**src/design/pfe_pkg.sv**
```systemverilog
// ============================================================================
// pfe_pkg: shared types and constants of the postfix expression evaluator
// Character codes, status codes, and the command and status bundles that
// pass between the controller and the datapath.
// ============================================================================
package pfe_pkg;

    // Characters of the expression alphabet.
    localparam logic [7:0] CH_ZERO  = 8'd48;
    localparam logic [7:0] CH_NINE  = 8'd57;
    localparam logic [7:0] CH_PLUS  = 8'h2B;
    localparam logic [7:0] CH_MINUS = 8'h2D;
    localparam logic [7:0] CH_STAR  = 8'h2A;
    localparam logic [7:0] CH_SLASH = 8'h2F;

    localparam int unsigned DATA_W   = 32;
    localparam int unsigned DEPTH_W  = 5;
    localparam int unsigned STATUS_W = 3;

    // Status code reported with every result word.
    typedef enum logic [STATUS_W-1:0] {
        ST_OK        = 3'd0,
        ST_UNDERFLOW = 3'd1,
        ST_DIVZERO   = 3'd2,
        ST_UNKNOWN   = 3'd3,
        ST_OVERFLOW  = 3'd4
    } t_status;

    // Commands from the controller to the datapath.
    typedef struct packed {
        logic load_in;   // capture the incoming character, clear on start
        logic push;      // push the digit value
        logic rd_b;      // read the second entry from the stack memory
        logic alu_load;  // register the add, subtract or multiply result
        logic div_start; // launch the divider
        logic load_q;    // register the quotient
        logic commit;    // write the result back and pop one entry
    } t_cmd;

    // Status from the datapath to the controller.
    typedef struct packed {
        logic is_digit;
        logic is_op;
        logic is_div;
        logic full;
        logic short_stack;
        logic div_zero;
        logic div_done;
    } t_dp_status;

endpackage

```
**src/design/pfe_ram.sv**
```systemverilog
// ============================================================================
// pfe_ram: generic simple dual-port RAM
// One write port and one read port, with the read data registered.
// ============================================================================
module pfe_ram #(
    parameter int unsigned WIDTH = 32,
    parameter int unsigned DEPTH = 16
) (
    input  logic                     i_clk,
    input  logic                     i_we,
    input  logic [$clog2(DEPTH)-1:0] i_waddr,
    input  logic [WIDTH-1:0]         i_wdata,
    input  logic                     i_re,
    input  logic [$clog2(DEPTH)-1:0] i_raddr,
    output logic [WIDTH-1:0]         o_rdata
);

    logic [WIDTH-1:0] r_mem [DEPTH];
    logic [WIDTH-1:0] r_rdata;

    always_ff @(posedge i_clk) begin
        if (i_we) begin
            r_mem[i_waddr] <= i_wdata;
        end
        if (i_re) begin
            r_rdata <= r_mem[i_raddr];
        end
    end

    assign o_rdata = r_rdata;

endmodule

```
**src/design/pfe_div.sv**
```systemverilog
// ============================================================================
// pfe_div: iterative signed divider
// Restoring division on magnitudes, one quotient bit per cycle; the quotient
// is truncated toward zero and wraps for the most negative value over -1.
// ============================================================================
module pfe_div (
    input  logic                           i_clk,
    input  logic                           i_rst_n,
    input  logic                           i_start,
    input  logic [pfe_pkg::DATA_W-1:0]     i_num,
    input  logic [pfe_pkg::DATA_W-1:0]     i_den,
    output logic                           o_done,
    output logic [pfe_pkg::DATA_W-1:0]     o_quo
);

    localparam int unsigned W   = pfe_pkg::DATA_W;
    localparam int unsigned CNW = $clog2(W);

    logic           r_busy;
    logic           r_done;
    logic [CNW-1:0] r_cnt;
    logic [W-1:0]   r_rem;
    logic [W-1:0]   r_quo;
    logic [W-1:0]   r_den;
    logic           r_neg;

    logic [W:0]     w_shift;
    logic [W:0]     w_diff;
    logic [W-1:0]   w_nmag;
    logic [W-1:0]   w_dmag;

    assign w_nmag  = i_num[W-1] ? (W'(0) - i_num) : i_num;
    assign w_dmag  = i_den[W-1] ? (W'(0) - i_den) : i_den;
    assign w_shift = {r_rem, r_quo[W-1]};
    assign w_diff  = w_shift - {1'b0, r_den};

    always_ff @(posedge i_clk) begin
        if (!i_rst_n) begin
            r_busy <= 1'b0;
            r_done <= 1'b0;
            r_cnt  <= '0;
        end else begin
            r_done <= 1'b0;
            if (i_start) begin
                r_busy <= 1'b1;
                r_cnt  <= CNW'(W - 1);
            end else if (r_busy) begin
                r_cnt <= r_cnt - CNW'(1);
                if (r_cnt == '0) begin
                    r_busy <= 1'b0;
                    r_done <= 1'b1;
                end
            end
        end
    end

    always_ff @(posedge i_clk) begin
        if (i_start) begin
            r_rem <= '0;
            r_quo <= w_nmag;
            r_den <= w_dmag;
            r_neg <= i_num[W-1] ^ i_den[W-1];
        end else if (r_busy) begin
            if (!w_diff[W]) begin
                r_rem <= w_diff[W-1:0];
                r_quo <= {r_quo[W-2:0], 1'b1};
            end else begin
                r_rem <= w_shift[W-1:0];
                r_quo <= {r_quo[W-2:0], 1'b0};
            end
        end
    end

    assign o_done = r_done;
    assign o_quo  = r_neg ? (W'(0) - r_quo) : r_quo;

endmodule

```
**src/design/pfe_dp.sv**
```systemverilog
// ============================================================================
// pfe_dp: evaluator datapath
// Stack memory, stack count, cached top of stack, arithmetic and divider.
// ============================================================================
module pfe_dp #(
    parameter int unsigned STACK_DEPTH = 16
) (
    input  logic                               i_clk,
    input  logic                               i_rst_n,
    input  pfe_pkg::t_cmd                      i_cmd,
    input  logic [7:0]                         i_ch,
    input  logic                               i_start_req,
    output pfe_pkg::t_dp_status                o_stat,
    output logic signed [pfe_pkg::DATA_W-1:0]  o_top_value,
    output logic [pfe_pkg::DEPTH_W-1:0]        o_depth
);

    localparam int unsigned W  = pfe_pkg::DATA_W;
    localparam int unsigned CW = $clog2(STACK_DEPTH + 1);
    localparam int unsigned AW = $clog2(STACK_DEPTH);

    logic [7:0]    r_ch;
    logic [CW-1:0] r_count;
    logic [W-1:0]  r_top;
    logic [W-1:0]  r_res;

    logic [CW-1:0] w_sub2;
    logic [7:0]    w_dig8;
    logic [W-1:0]  w_digit;
    logic [W-1:0]  w_b;
    logic [W-1:0]  w_alu;
    logic [W-1:0]  w_quo;
    logic          w_div_done;
    logic          w_we;
    logic [AW-1:0] w_waddr;
    logic [W-1:0]  w_wdata;
    logic [CW+pfe_pkg::DEPTH_W-1:0] w_depth_wide;

    assign w_sub2  = r_count - CW'(2);
    assign w_dig8  = r_ch - pfe_pkg::CH_ZERO;
    assign w_digit = {{(W-4){1'b0}}, w_dig8[3:0]};

    // Second operand comes straight from the registered memory read.
    always_comb begin
        case (r_ch)
            pfe_pkg::CH_PLUS:  w_alu = w_b + r_top;
            pfe_pkg::CH_MINUS: w_alu = w_b - r_top;
            default:           w_alu = w_b * r_top;
        endcase
    end

    assign w_we    = i_cmd.push | i_cmd.commit;
    assign w_waddr = i_cmd.push ? r_count[AW-1:0] : w_sub2[AW-1:0];
    assign w_wdata = i_cmd.push ? w_digit : r_res;

    pfe_ram #(
        .WIDTH (W),
        .DEPTH (STACK_DEPTH)
    ) u_stack (
        .i_clk   (i_clk),
        .i_we    (w_we),
        .i_waddr (w_waddr),
        .i_wdata (w_wdata),
        .i_re    (i_cmd.rd_b),
        .i_raddr (w_sub2[AW-1:0]),
        .o_rdata (w_b)
    );

    pfe_div u_div (
        .i_clk   (i_clk),
        .i_rst_n (i_rst_n),
        .i_start (i_cmd.div_start),
        .i_num   (w_b),
        .i_den   (r_top),
        .o_done  (w_div_done),
        .o_quo   (w_quo)
    );

    always_ff @(posedge i_clk) begin
        if (!i_rst_n) begin
            r_count <= '0;
        end else if (i_cmd.load_in) begin
            if (i_start_req) begin
                r_count <= '0;
            end
        end else if (i_cmd.push) begin
            r_count <= r_count + CW'(1);
        end else if (i_cmd.commit) begin
            r_count <= r_count - CW'(1);
        end
    end

    always_ff @(posedge i_clk) begin
        if (i_cmd.load_in) begin
            r_ch <= i_ch;
        end
        if (i_cmd.push) begin
            r_top <= w_digit;
        end else if (i_cmd.commit) begin
            r_top <= r_res;
        end
        if (i_cmd.alu_load) begin
            r_res <= w_alu;
        end else if (i_cmd.load_q) begin
            r_res <= w_quo;
        end
    end

    assign o_stat.is_digit    = (r_ch >= pfe_pkg::CH_ZERO) && (r_ch <= pfe_pkg::CH_NINE);
    assign o_stat.is_op       = (r_ch == pfe_pkg::CH_PLUS) || (r_ch == pfe_pkg::CH_MINUS)
                             || (r_ch == pfe_pkg::CH_STAR) || (r_ch == pfe_pkg::CH_SLASH);
    assign o_stat.is_div      = (r_ch == pfe_pkg::CH_SLASH);
    assign o_stat.full        = (r_count >= CW'(STACK_DEPTH));
    assign o_stat.short_stack = (r_count < CW'(2));
    assign o_stat.div_zero    = (r_top == '0);
    assign o_stat.div_done    = w_div_done;

    // The depth field keeps the low five bits of the count.
    assign w_depth_wide = {{pfe_pkg::DEPTH_W{1'b0}}, r_count};
    assign o_depth      = w_depth_wide[pfe_pkg::DEPTH_W-1:0];
    assign o_top_value  = (r_count != '0) ? r_top : '0;

endmodule

```
**src/design/pfe_ctrl.sv**
```systemverilog
// ============================================================================
// pfe_ctrl: evaluator controller
// Sequences decode, operand read, arithmetic or division, write-back and
// the result handshake for one character at a time.
// ============================================================================
module pfe_ctrl (
    input  logic                 i_clk,
    input  logic                 i_rst_n,
    input  logic                 i_in_valid,
    output logic                 o_in_ready,
    output logic                 o_out_valid,
    input  logic                 i_out_ready,
    input  pfe_pkg::t_dp_status  i_stat,
    output pfe_pkg::t_cmd        o_cmd,
    output pfe_pkg::t_status     o_status
);

    typedef enum logic [2:0] {
        S_IDLE,
        S_DECODE,
        S_READ,
        S_DIV,
        S_WRITE,
        S_RESP
    } t_state;

    t_state           r_state;
    pfe_pkg::t_status r_status;

    always_ff @(posedge i_clk) begin
        if (!i_rst_n) begin
            r_state  <= S_IDLE;
            r_status <= pfe_pkg::ST_OK;
        end else begin
            unique case (r_state)
                S_IDLE: begin
                    if (i_in_valid) begin
                        r_state <= S_DECODE;
                    end
                end
                S_DECODE: begin
                    if (i_stat.is_digit) begin
                        r_status <= i_stat.full ? pfe_pkg::ST_OVERFLOW : pfe_pkg::ST_OK;
                        r_state  <= S_RESP;
                    end else if (i_stat.is_op) begin
                        if (i_stat.short_stack) begin
                            r_status <= pfe_pkg::ST_UNDERFLOW;
                            r_state  <= S_RESP;
                        end else begin
                            r_state <= S_READ;
                        end
                    end else begin
                        r_status <= pfe_pkg::ST_UNKNOWN;
                        r_state  <= S_RESP;
                    end
                end
                S_READ: begin
                    if (!i_stat.is_div) begin
                        r_state <= S_WRITE;
                    end else if (i_stat.div_zero) begin
                        r_status <= pfe_pkg::ST_DIVZERO;
                        r_state  <= S_RESP;
                    end else begin
                        r_state <= S_DIV;
                    end
                end
                S_DIV: begin
                    if (i_stat.div_done) begin
                        r_state <= S_WRITE;
                    end
                end
                S_WRITE: begin
                    r_status <= pfe_pkg::ST_OK;
                    r_state  <= S_RESP;
                end
                S_RESP: begin
                    if (i_out_ready) begin
                        r_state <= S_IDLE;
                    end
                end
                default: begin
                    r_state <= S_IDLE;
                end
            endcase
        end
    end

    always_comb begin
        o_cmd           = '0;
        o_cmd.load_in   = (r_state == S_IDLE) && i_in_valid;
        o_cmd.push      = (r_state == S_DECODE) && i_stat.is_digit && !i_stat.full;
        o_cmd.rd_b      = (r_state == S_DECODE) && !i_stat.is_digit && i_stat.is_op
                       && !i_stat.short_stack;
        o_cmd.alu_load  = (r_state == S_READ) && !i_stat.is_div;
        o_cmd.div_start = (r_state == S_READ) && i_stat.is_div && !i_stat.div_zero;
        o_cmd.load_q    = (r_state == S_DIV) && i_stat.div_done;
        o_cmd.commit    = (r_state == S_WRITE);
    end

    assign o_in_ready  = (r_state == S_IDLE);
    assign o_out_valid = (r_state == S_RESP);
    assign o_status    = r_status;

endmodule

```
**src/design/postfix_expression_evaluator.sv**
```systemverilog
// ============================================================================
// postfix_expression_evaluator: postfix (RPN) evaluator on a bounded stack
// One character per word; digits push, + - * / combine the two top entries.
// ============================================================================
//
//  Channel | Direction | Handshake               | Payload
//  --------+-----------+-------------------------+------------------------------
//  in      | input     | i_in_valid / o_in_ready | i_ch, i_start_req
//  out     | output    | o_out_valid/ i_out_ready| o_top_value, o_depth, o_status
//
//  One word at a time, one result word each. A digit, an unknown character or
//  an underflow goes from decode to the result; an operator reads its second
//  operand, a divide by zero stops there, and other operators write back, a
//  divide after the one-bit-per-cycle divider. Reset is synchronous and
//  active low and empties the stack; the memory contents are left as they are.
//  While a result waits for i_out_ready, the next input word is held off.
//
// The top of the stack is kept in a register beside the stack memory, so an
// operator needs only one memory read for its second operand. Memory entries
// above the count are never read, so the memory needs no clearing after
// reset.
module postfix_expression_evaluator #(
    parameter int unsigned STACK_DEPTH = 16
) (
    input  logic                               i_clk,
    input  logic                               i_rst_n,
    input  logic                               i_in_valid,
    output logic                               o_in_ready,
    input  logic [7:0]                         i_ch,
    input  logic                               i_start_req,
    output logic                               o_out_valid,
    input  logic                               i_out_ready,
    output logic signed [pfe_pkg::DATA_W-1:0]  o_top_value,
    output logic [pfe_pkg::DEPTH_W-1:0]        o_depth,
    output logic [pfe_pkg::STATUS_W-1:0]       o_status
);

    pfe_pkg::t_cmd        w_cmd;
    pfe_pkg::t_dp_status  w_stat;
    pfe_pkg::t_status     w_status;

    // The controller sequences each word and owns the status code.
    pfe_ctrl u_ctrl (
        .i_clk       (i_clk),
        .i_rst_n     (i_rst_n),
        .i_in_valid  (i_in_valid),
        .o_in_ready  (o_in_ready),
        .o_out_valid (o_out_valid),
        .i_out_ready (i_out_ready),
        .i_stat      (w_stat),
        .o_cmd       (w_cmd),
        .o_status    (w_status)
    );

    // The datapath holds the stack and does the arithmetic.
    pfe_dp #(
        .STACK_DEPTH (STACK_DEPTH)
    ) u_dp (
        .i_clk       (i_clk),
        .i_rst_n     (i_rst_n),
        .i_cmd       (w_cmd),
        .i_ch        (i_ch),
        .i_start_req (i_start_req),
        .o_stat      (w_stat),
        .o_top_value (o_top_value),
        .o_depth     (o_depth)
    );

    assign o_status = w_status;

`ifndef ASSERT_OFF
    // Only one word is in the block at a time.
    a_one_at_a_time: assert property (@(posedge i_clk) disable iff (!i_rst_n)
        o_out_valid |-> !o_in_ready)
        else $error("input accepted while a result is pending");

    // A result is never offered in the cycle after its word was accepted.
    a_no_early_result: assert property (@(posedge i_clk) disable iff (!i_rst_n)
        (i_in_valid && o_in_ready) |=> !o_out_valid)
        else $error("result offered before the word was processed");

    // A delivered result is not repeated.
    a_no_repeat: assert property (@(posedge i_clk) disable iff (!i_rst_n)
        (o_out_valid && i_out_ready) |=> !o_out_valid)
        else $error("result offered twice");

    // Underflow is only reported with fewer than two entries.
    a_underflow_depth: assert property (@(posedge i_clk) disable iff (!i_rst_n)
        (o_out_valid && (o_status == pfe_pkg::ST_UNDERFLOW)) |-> (o_depth < 5'd2))
        else $error("underflow reported with a deep stack");
`endif

endmodule

```
**config.mk**
```make
export PLATFORM = sky130hd
export DESIGN_NAME = postfix_expression_evaluator
export DESIGN_NICKNAME = d
export VERILOG_FILES = /design/src/design/pfe_pkg.sv /design/src/design/pfe_ram.sv /design/src/design/pfe_div.sv /design/src/design/pfe_dp.sv /design/src/design/pfe_ctrl.sv /design/src/design/postfix_expression_evaluator.sv
export SDC_FILE = /design/constraint.sdc
export NUM_CORES = 2
export LEC_CHECK = 0
export BUFFER_PORTS_ARGS = -buffer_cell sky130_fd_sc_hd__buf_4
export CAP_MARGIN = 40
export CORE_UTILIZATION = 65
export DETAILED_ROUTE_END_ITERATION = 6
export PLACE_DENSITY = 0.82
export SKIP_LAST_GASP = 1
export SLEW_MARGIN = 10
export SYNTH_ARGS = -nofsm -noshare
export SYNTH_HDL_FRONTEND = slang
export SYNTH_SLANG_ARGS = --single-unit
```
**constraint.sdc**
```tcl
create_clock -name i_clk -period 8 [get_ports i_clk]
set_input_delay 1.2 -clock i_clk [delete_from_list [all_inputs] [get_ports i_clk]]
set_output_delay 1.2 -clock i_clk [all_outputs]
set_load 0.05 [all_outputs]
```
-- Yosys cells after proc, flatten, opt, wreduce, memory -nomap -nowiden
Memory sizes are Yosys's and may differ from the RTL's. A register that Yosys moved wholly into a read port is not among the register bits.
Cells that the tools add are included.
- register bits: 187
- memory bits (writable): 512
- input bits: 13
- output and inout port bits: 42
- logic and storage cells: 127
- memories: 1
- memory list (name ; words ; width ; read ports ; clocked after memory_dff ; wr ports ; RTL line ; text):
    u_dp.u_stack.r_mem ; 16 ; 32 ; 1 ; 1 ; 1 ; pfe_ram.sv:18 ; logic [WIDTH-1:0] r_mem [DEPTH];
- $add $sub $neg: 11
- multipliers: 1
- magnitude comparators: 4
- equal/unequal tests: 16
- mux-type cells: 43
- bitwise operators: 4
- reduce and logical (&&, ||, !) cells: 32
- operators by type and width (operator ; number):
    $mux W32 ; 9
    $sub A1 B32 Y32 const A ; 3
    $pmux W32 S2 ; 1
    $mux W3 ; 14
    $sub A33 B32 Y33 ; 1
    $add A32 B32 Y32 ; 1
    $eq A8 B6 Y1 const B ; 4
    $logic_not A32 Y1 ; 1
    $mul A32 B32 Y32 ; 1
    $sub A32 B32 Y32 ; 1
    $mux W31 ; 1
    $mux W5 ; 6
    $pmux W3 S6 ; 1
    $mux W4 ; 3
    $logic_and A1 B1 Y1 ; 11
    $sub A5 B1 Y5 const B ; 2
    $pmux W3 S3 ; 1
    $ge A8 B6 Y1 const B ; 1
    $le A8 B6 Y1 const B ; 1
    $ne A2 B1 Y1 const B ; 4
    $mux W1 ; 7
    $eq A3 B2 Y1 const B ; 2
    $eq A3 B3 Y1 const B ; 2
    $reduce_bool A2 Y1 ; 3
    21 further kinds ; 30

-- Depth between registers and ports, before layout
- word-level depth: 7
- gate-level depth with buffers: 28
- gate-level depth less buffers: 26

-- Modules after synthesis
A second synthesis with hierarchy kept.
- cell total of the unflattened synthesis: 4298
- area total of the unflattened synthesis: 50492.2 µm²
- modules (own cells, without submodules) (module ; instances ; cells each ; area each (µm²) ; sequential area each (µm²)):
    pfe_dp ; 1 ; 2454 ; 21840.9 ; 1981.9
    pfe_ram ; 1 ; 838 ; 20155.6 ; 16335.7
    pfe_div ; 1 ; 945 ; 8016.4 ; 2732.6
    pfe_ctrl ; 1 ; 61 ; 479.2 ; 120.1

-- Worst setup path before layout
Ideal clock, no wire load.
- path type: flip-flop to flip-flop
- from: register u_dp.u_stack.r_rdata[11], in the netlist u_dp.u_stack.o_rdata[11] (read register of u_dp.u_stack.r_mem)
- to: register u_dp.r_res[26], data pin
- library setup time: 268 ps
- data arrival time: 6804 ps
- data required time: 7732 ps
- path slack: 928 ps
- stages on the path, launching flop included: 27
- path buffers: 2
- clock period less this slack: 7072 ps
- cell sequence: edfxtp_1 clkbuf_1 clkbuf_1 and2_1 fa_1 fa_1 fa_1 inv_1 fa_1 inv_1 fa_1 inv_1 fa_1 inv_1 fa_1 fa_1 ha_1 a21o_1 a211o_1 o211ai_1 a21oi_1 o21ai_0 a21boi_0 nor2b_1 xnor2_1 o211ai_1 o21ai_0
- word-level cells in the longest chain between the ends: 3
- elaborated cells on any way between the ends: 5
- those cells by class: add/sub (2); mul (1); mux (2)
- ends and longest elaborated chain (item ; RTL line ; text):
    start: declaration ; pfe_ram.sv:19 ; logic [WIDTH-1:0] r_rdata;
    $mul A32 B32 Y32 (tied with other cells) ; pfe_dp.sv:48 ; default: w_alu = w_b * r_top;
    $pmux W32 S2 (*) ; pfe_dp.sv:45 ; case (r_ch)
    $mux W32 (*) ; pfe_dp.sv:102 ; if (i_cmd.alu_load) begin
    end signal: assignment ; pfe_dp.sv:103 ; r_res <= w_alu;
    end signal: assignment ; pfe_dp.sv:105 ; r_res <= w_quo;
    end: declaration ; pfe_dp.sv:25 ; logic [W-1:0] r_res;
Mark *: on every way between the ends. The rest lies on a longest branch, timed or not.
A chain may end at the register's enable or synchronous reset.

-- Worst setup path after layout
- from: register u_dp.u_stack.r_rdata[14], in the netlist u_dp.u_stack.o_rdata[14] (read register of u_dp.u_stack.r_mem)
- to: register u_dp.r_res[26], data pin
The elaborated chain is that of the path after synthesis.

==> summary.txt <==
Timing
  – Finish-stage setup viols: 0
  – Tightest Pin Transition: about 0.93 ns
  – Final hold vios: 0
  – Rel. slew slack: 0.377
  – Max Freq: 131 MHz
  – Final min period: about 7.6 ns
  – RSZ-0062 raised after global routing: no
  – Slew Limit Fails: 0
  – Period utilisation layout: 0.951
  – Setup TNS: 0 ns
  – Worst Skew: approximately 0.07 ns

Logic synthesis
  – Mapped Cells: roughly 4,200
  – Post-Synth XOR/XNOR Area: 0.0458
  – Synth Area in Compound Gates: 0.0664
  – Count of cell types in the netlist: 76
  – Ys async rst share: 0
  – Fraction of the mapped netlist area in adder cells: 0.214
  – Area contributors post-synth: edfxtp_1 (39%), fa_1 (16%), mux4_2 (7.2%)
  – Top cell type by total area after synthesis: edfxtp_1
  – Share of the synthesized area in the top cell type: 0.391
  – Syn Area/Cell: ~12 sq um
  – #FFs+latches synth: 731
  – Synthesized net count: roughly 4,800
  – Mux cell area share after synthesis: 0.0777
  – Synth Flop Type: edfxtp_1
  – Post-synth EDFFs: ~650
  – YS warnings: 0
  – Synth Area in Simple Gates: 0.120
  – Sequential share of the synthesized area: 0.422
  – Post-synthesis cell area: between 0.05 and 0.06 sq mm
  – Main combinational cell family by area after synthesis: adder cells

Finish
  – Layout Nets: a little under 5,000
  – Post-route design area: about 0.055 sq mm
  – Commonest cells after routing, fill and taps aside: edfxtp_1 (653), nand2_1 (466), inv_1 (449)
  – Synth-to-layout area growth: 9.17%
  – Share of cells above drive strength 1: 0.120
  – Filler cells: 5,081
  – Most common cell after layout, fill and taps aside: edfxtp_1

Clock network
  – CTS Buffer Depth: 3
  – CTS HTree Levels: 3
  – Worst skew pair latency: between 0.6 and 0.7 ns
  – PostCTS Resize Cnt: 0
  – Cts hold-fix bufs: 0
  – CTS Buf Count: 75
  – Setup Buffers After CTS: 0
  – CTS root buf: clkbuf_16
  – Clock transition at path regs: 0.06 ns
  – CTS sink cnt: 731
  – TritonCTS clock tree: yes

GRT
  – Total GRT Usage: 0.384
  – Largest net degree at the start of global routing: 100
  – First-pass GRT wire length: ~220,000 microns
  – GRT overflow: 0
  – Vias in the first global route: 34,900
  – Initial antenna violation count: 12

Setup path
  – R2r setup slk: approximately 0.39 ns
  – Critical path class: register to register
  – CP arrival: 7.95 ns
  – Setup crit end: u_dp.r_res[26]$_DFFE_PP_
  – R2R depth: 24
  – CP required: roughly 8.4 ns
  – FF-to-FF End: u_dp.r_res[26]$_DFFE_PP_
  – CP Launch Point: u_dp.u_stack.o_rdata[14]$_DFFE_PP_
  – Worst R2R Start: u_dp.u_stack.o_rdata[14]$_DFFE_PP_
  – CP Max Fanout: 18
  – CP Capture Type: register
  – CP startpoint kind: register

Placed design
  – Routability cong.: just over 1
  – Port Buffers: 54
  – Area after DPL: about 0.052 sq mm
  – Dpl hpwl: around 99,000 microns

Detailed routing
  – DR pass1 iterations: 6
  – Total number of vias: 34,400
  – DRC viols: 0
  – Drt via density: around 6.5
  – Final WL: between 100,000 and 150,000 microns
  – DR WL/cell: roughly 27 microns
  – Antenna Nets Post-Route: 0
  – Initial DRC count: ~4,400

Die
  – DIE AREA: 0.0782 sq mm
  – IO Pins: between 50 and 60
  – # rows: between 100 and 150
  – Die extent in y: 280 microns
  – Die width: about 280 microns
  – Core Area: roughly 0.076 sq mm
  – Initial Util: 0.659

Hold path
  – Hold crit path type: register to register

Status
  – Status: finished clean

Job
  – Number of max-cap violations: 0
## how the worst min path moves through the flow
stage / startpoint / slack [ns] / cells after the start / endpoint
2_1_floorplan: u_dp.u_div.r_rem[29]$_SDFFE_PP0P_ / 0.46 / 2 / u_dp.u_div.r_rem[30]$_SDFFE_PP0P_
3_3_place_gp: u_dp.u_div.r_rem[29]$_SDFFE_PP0P_ / 0.48 / 2 / u_dp.u_div.r_rem[30]$_SDFFE_PP0P_
3_5_place_dp: u_dp.u_div.r_rem[29]$_SDFFE_PP0P_ / 0.49 / 2 / u_dp.u_div.r_rem[30]$_SDFFE_PP0P_
4_1_cts: u_dp.u_div.r_rem[29]$_SDFFE_PP0P_ / 0.50 / 2 / u_dp.u_div.r_rem[30]$_SDFFE_PP0P_
5_1_grt: u_dp.u_div.r_rem[29]$_SDFFE_PP0P_ / 0.53 / 2 / u_dp.u_div.r_rem[30]$_SDFFE_PP0P_
6_report: u_dp.u_div.r_rem[29]$_SDFFE_PP0P_ / 0.50 / 2 / u_dp.u_div.r_rem[30]$_SDFFE_PP0P_
## final cells by class
type | count | area (sq um) | area share
antenna | 2 | 5.00 | 0.0000915
inverter | 450 | 1690 | 0.0309
multi-input combinational | 2784 | 26500 | 0.484
tap | 1030 | 1290 | 0.0236
clock inverter | 44 | 543 | 0.00992
sequential | 731 | 21200 | 0.387
timing repair buffer | 195 | 1570 | 0.0288
clock buffer | 94 | 1970 | 0.0360
## flip-flops by register name, summed over array words and instances (netlist names)
| name | count |
|---|---|
| u_dp.u_div.r_neg | 1 |
| u_dp.u_div.r_cnt | 5 |
| u_dp.u_div.r_quo | 32 |
| u_dp.r_res | 32 |
| u_dp.u_stack.r_mem | 512 |
| u_ctrl.o_status | 3 |
| u_dp.u_stack.o_rdata | 32 |
| u_dp.u_div.o_done | 1 |
| u_dp.o_depth | 5 |
| u_dp.u_div.r_busy | 1 |
| u_ctrl.r_state | 3 |
| u_dp.u_div.r_den | 32 |
| u_dp.r_ch | 8 |
| u_dp.u_div.r_rem | 32 |
| u_dp.r_top | 32 |
## cell families (layout without fill, tap and decap cells)
family,Yosys count,after routing
compound gates,535,535
other cells,0,2
simple gates,1186,1186
xor+xnor,262,262
mux,189,189
flops,731,731
fa+ha+maj,612,612
buf+inv,701,783
## worst max-delay path, stage by stage, from the launching register on
cell and delay, ns:
edfxtp_1 0.70, and2_1 0.31, fa_1 0.48, inv_1 0.05, fa_1 0.49, fa_1 0.44
fa_1 0.54, inv_1 0.05, fa_1 0.49, inv_1 0.06, fa_1 0.54, inv_1 0.05
fa_1 0.39, fa_1 0.48, ha_1 0.32, a21o_1 0.20, a211o_1 0.29, o211ai_1 0.09
a21oi_1 0.10, o21ai_0 0.13, a21boi_0 0.54, nor2b_1 0.24, xnor2_1 0.08, o211ai_1 0.15
o21ai_0 0.10
## metal layers
| layer | track usage | part of all wire |
|---|---|---|
| met2 | 0.619 | 0.47 |
| met4 | 0.180 | 0.054 |
| met5 | 0 | 0.00028 |
| met1 | 0.509 | 0.36 |
| met3 | 0.0723 | 0.11 |
## cells in the mapped netlist, types with 18 or more instances
master,number
a211oi_1,33
a21o_1,32
a21oi_1,155
and2_1,339
buf_1,18
clkbuf_1,219
dfxtp_1,78
edfxtp_1,653
fa_1,411
ha_1,201
inv_1,449
mux2i_1,29
mux4_2,160
nand2_1,466
nand2b_1,20
nand3_1,41
nor2_1,106
nor2b_1,59
nor3_1,41
o21a_1,18
o21ai_0,146
o31ai_1,33
or3_1,19
xnor2_1,147
xor2_1,115
## stage by stage
step | utilization | setup slack (ns) | instances | hold WS [ns]
final | 0.719 | 0.391 | 5330 | 0.504
after global routing | 0.719 | 0.0970 | 5328 | 0.525
after CTS | 0.719 | 0.492 | 5327 | 0.503
after detailed placement | 0.686 | 0.520 | 5189 | 0.493
after global placement | 0.685 | 0.626 | 5182 | 0.484
after floorplan | - | 0.928 | 4216 | 0.465
Power is not shown: default switching activity piles up to over one toggle a cycle in this logic, so the estimate is an artifact.
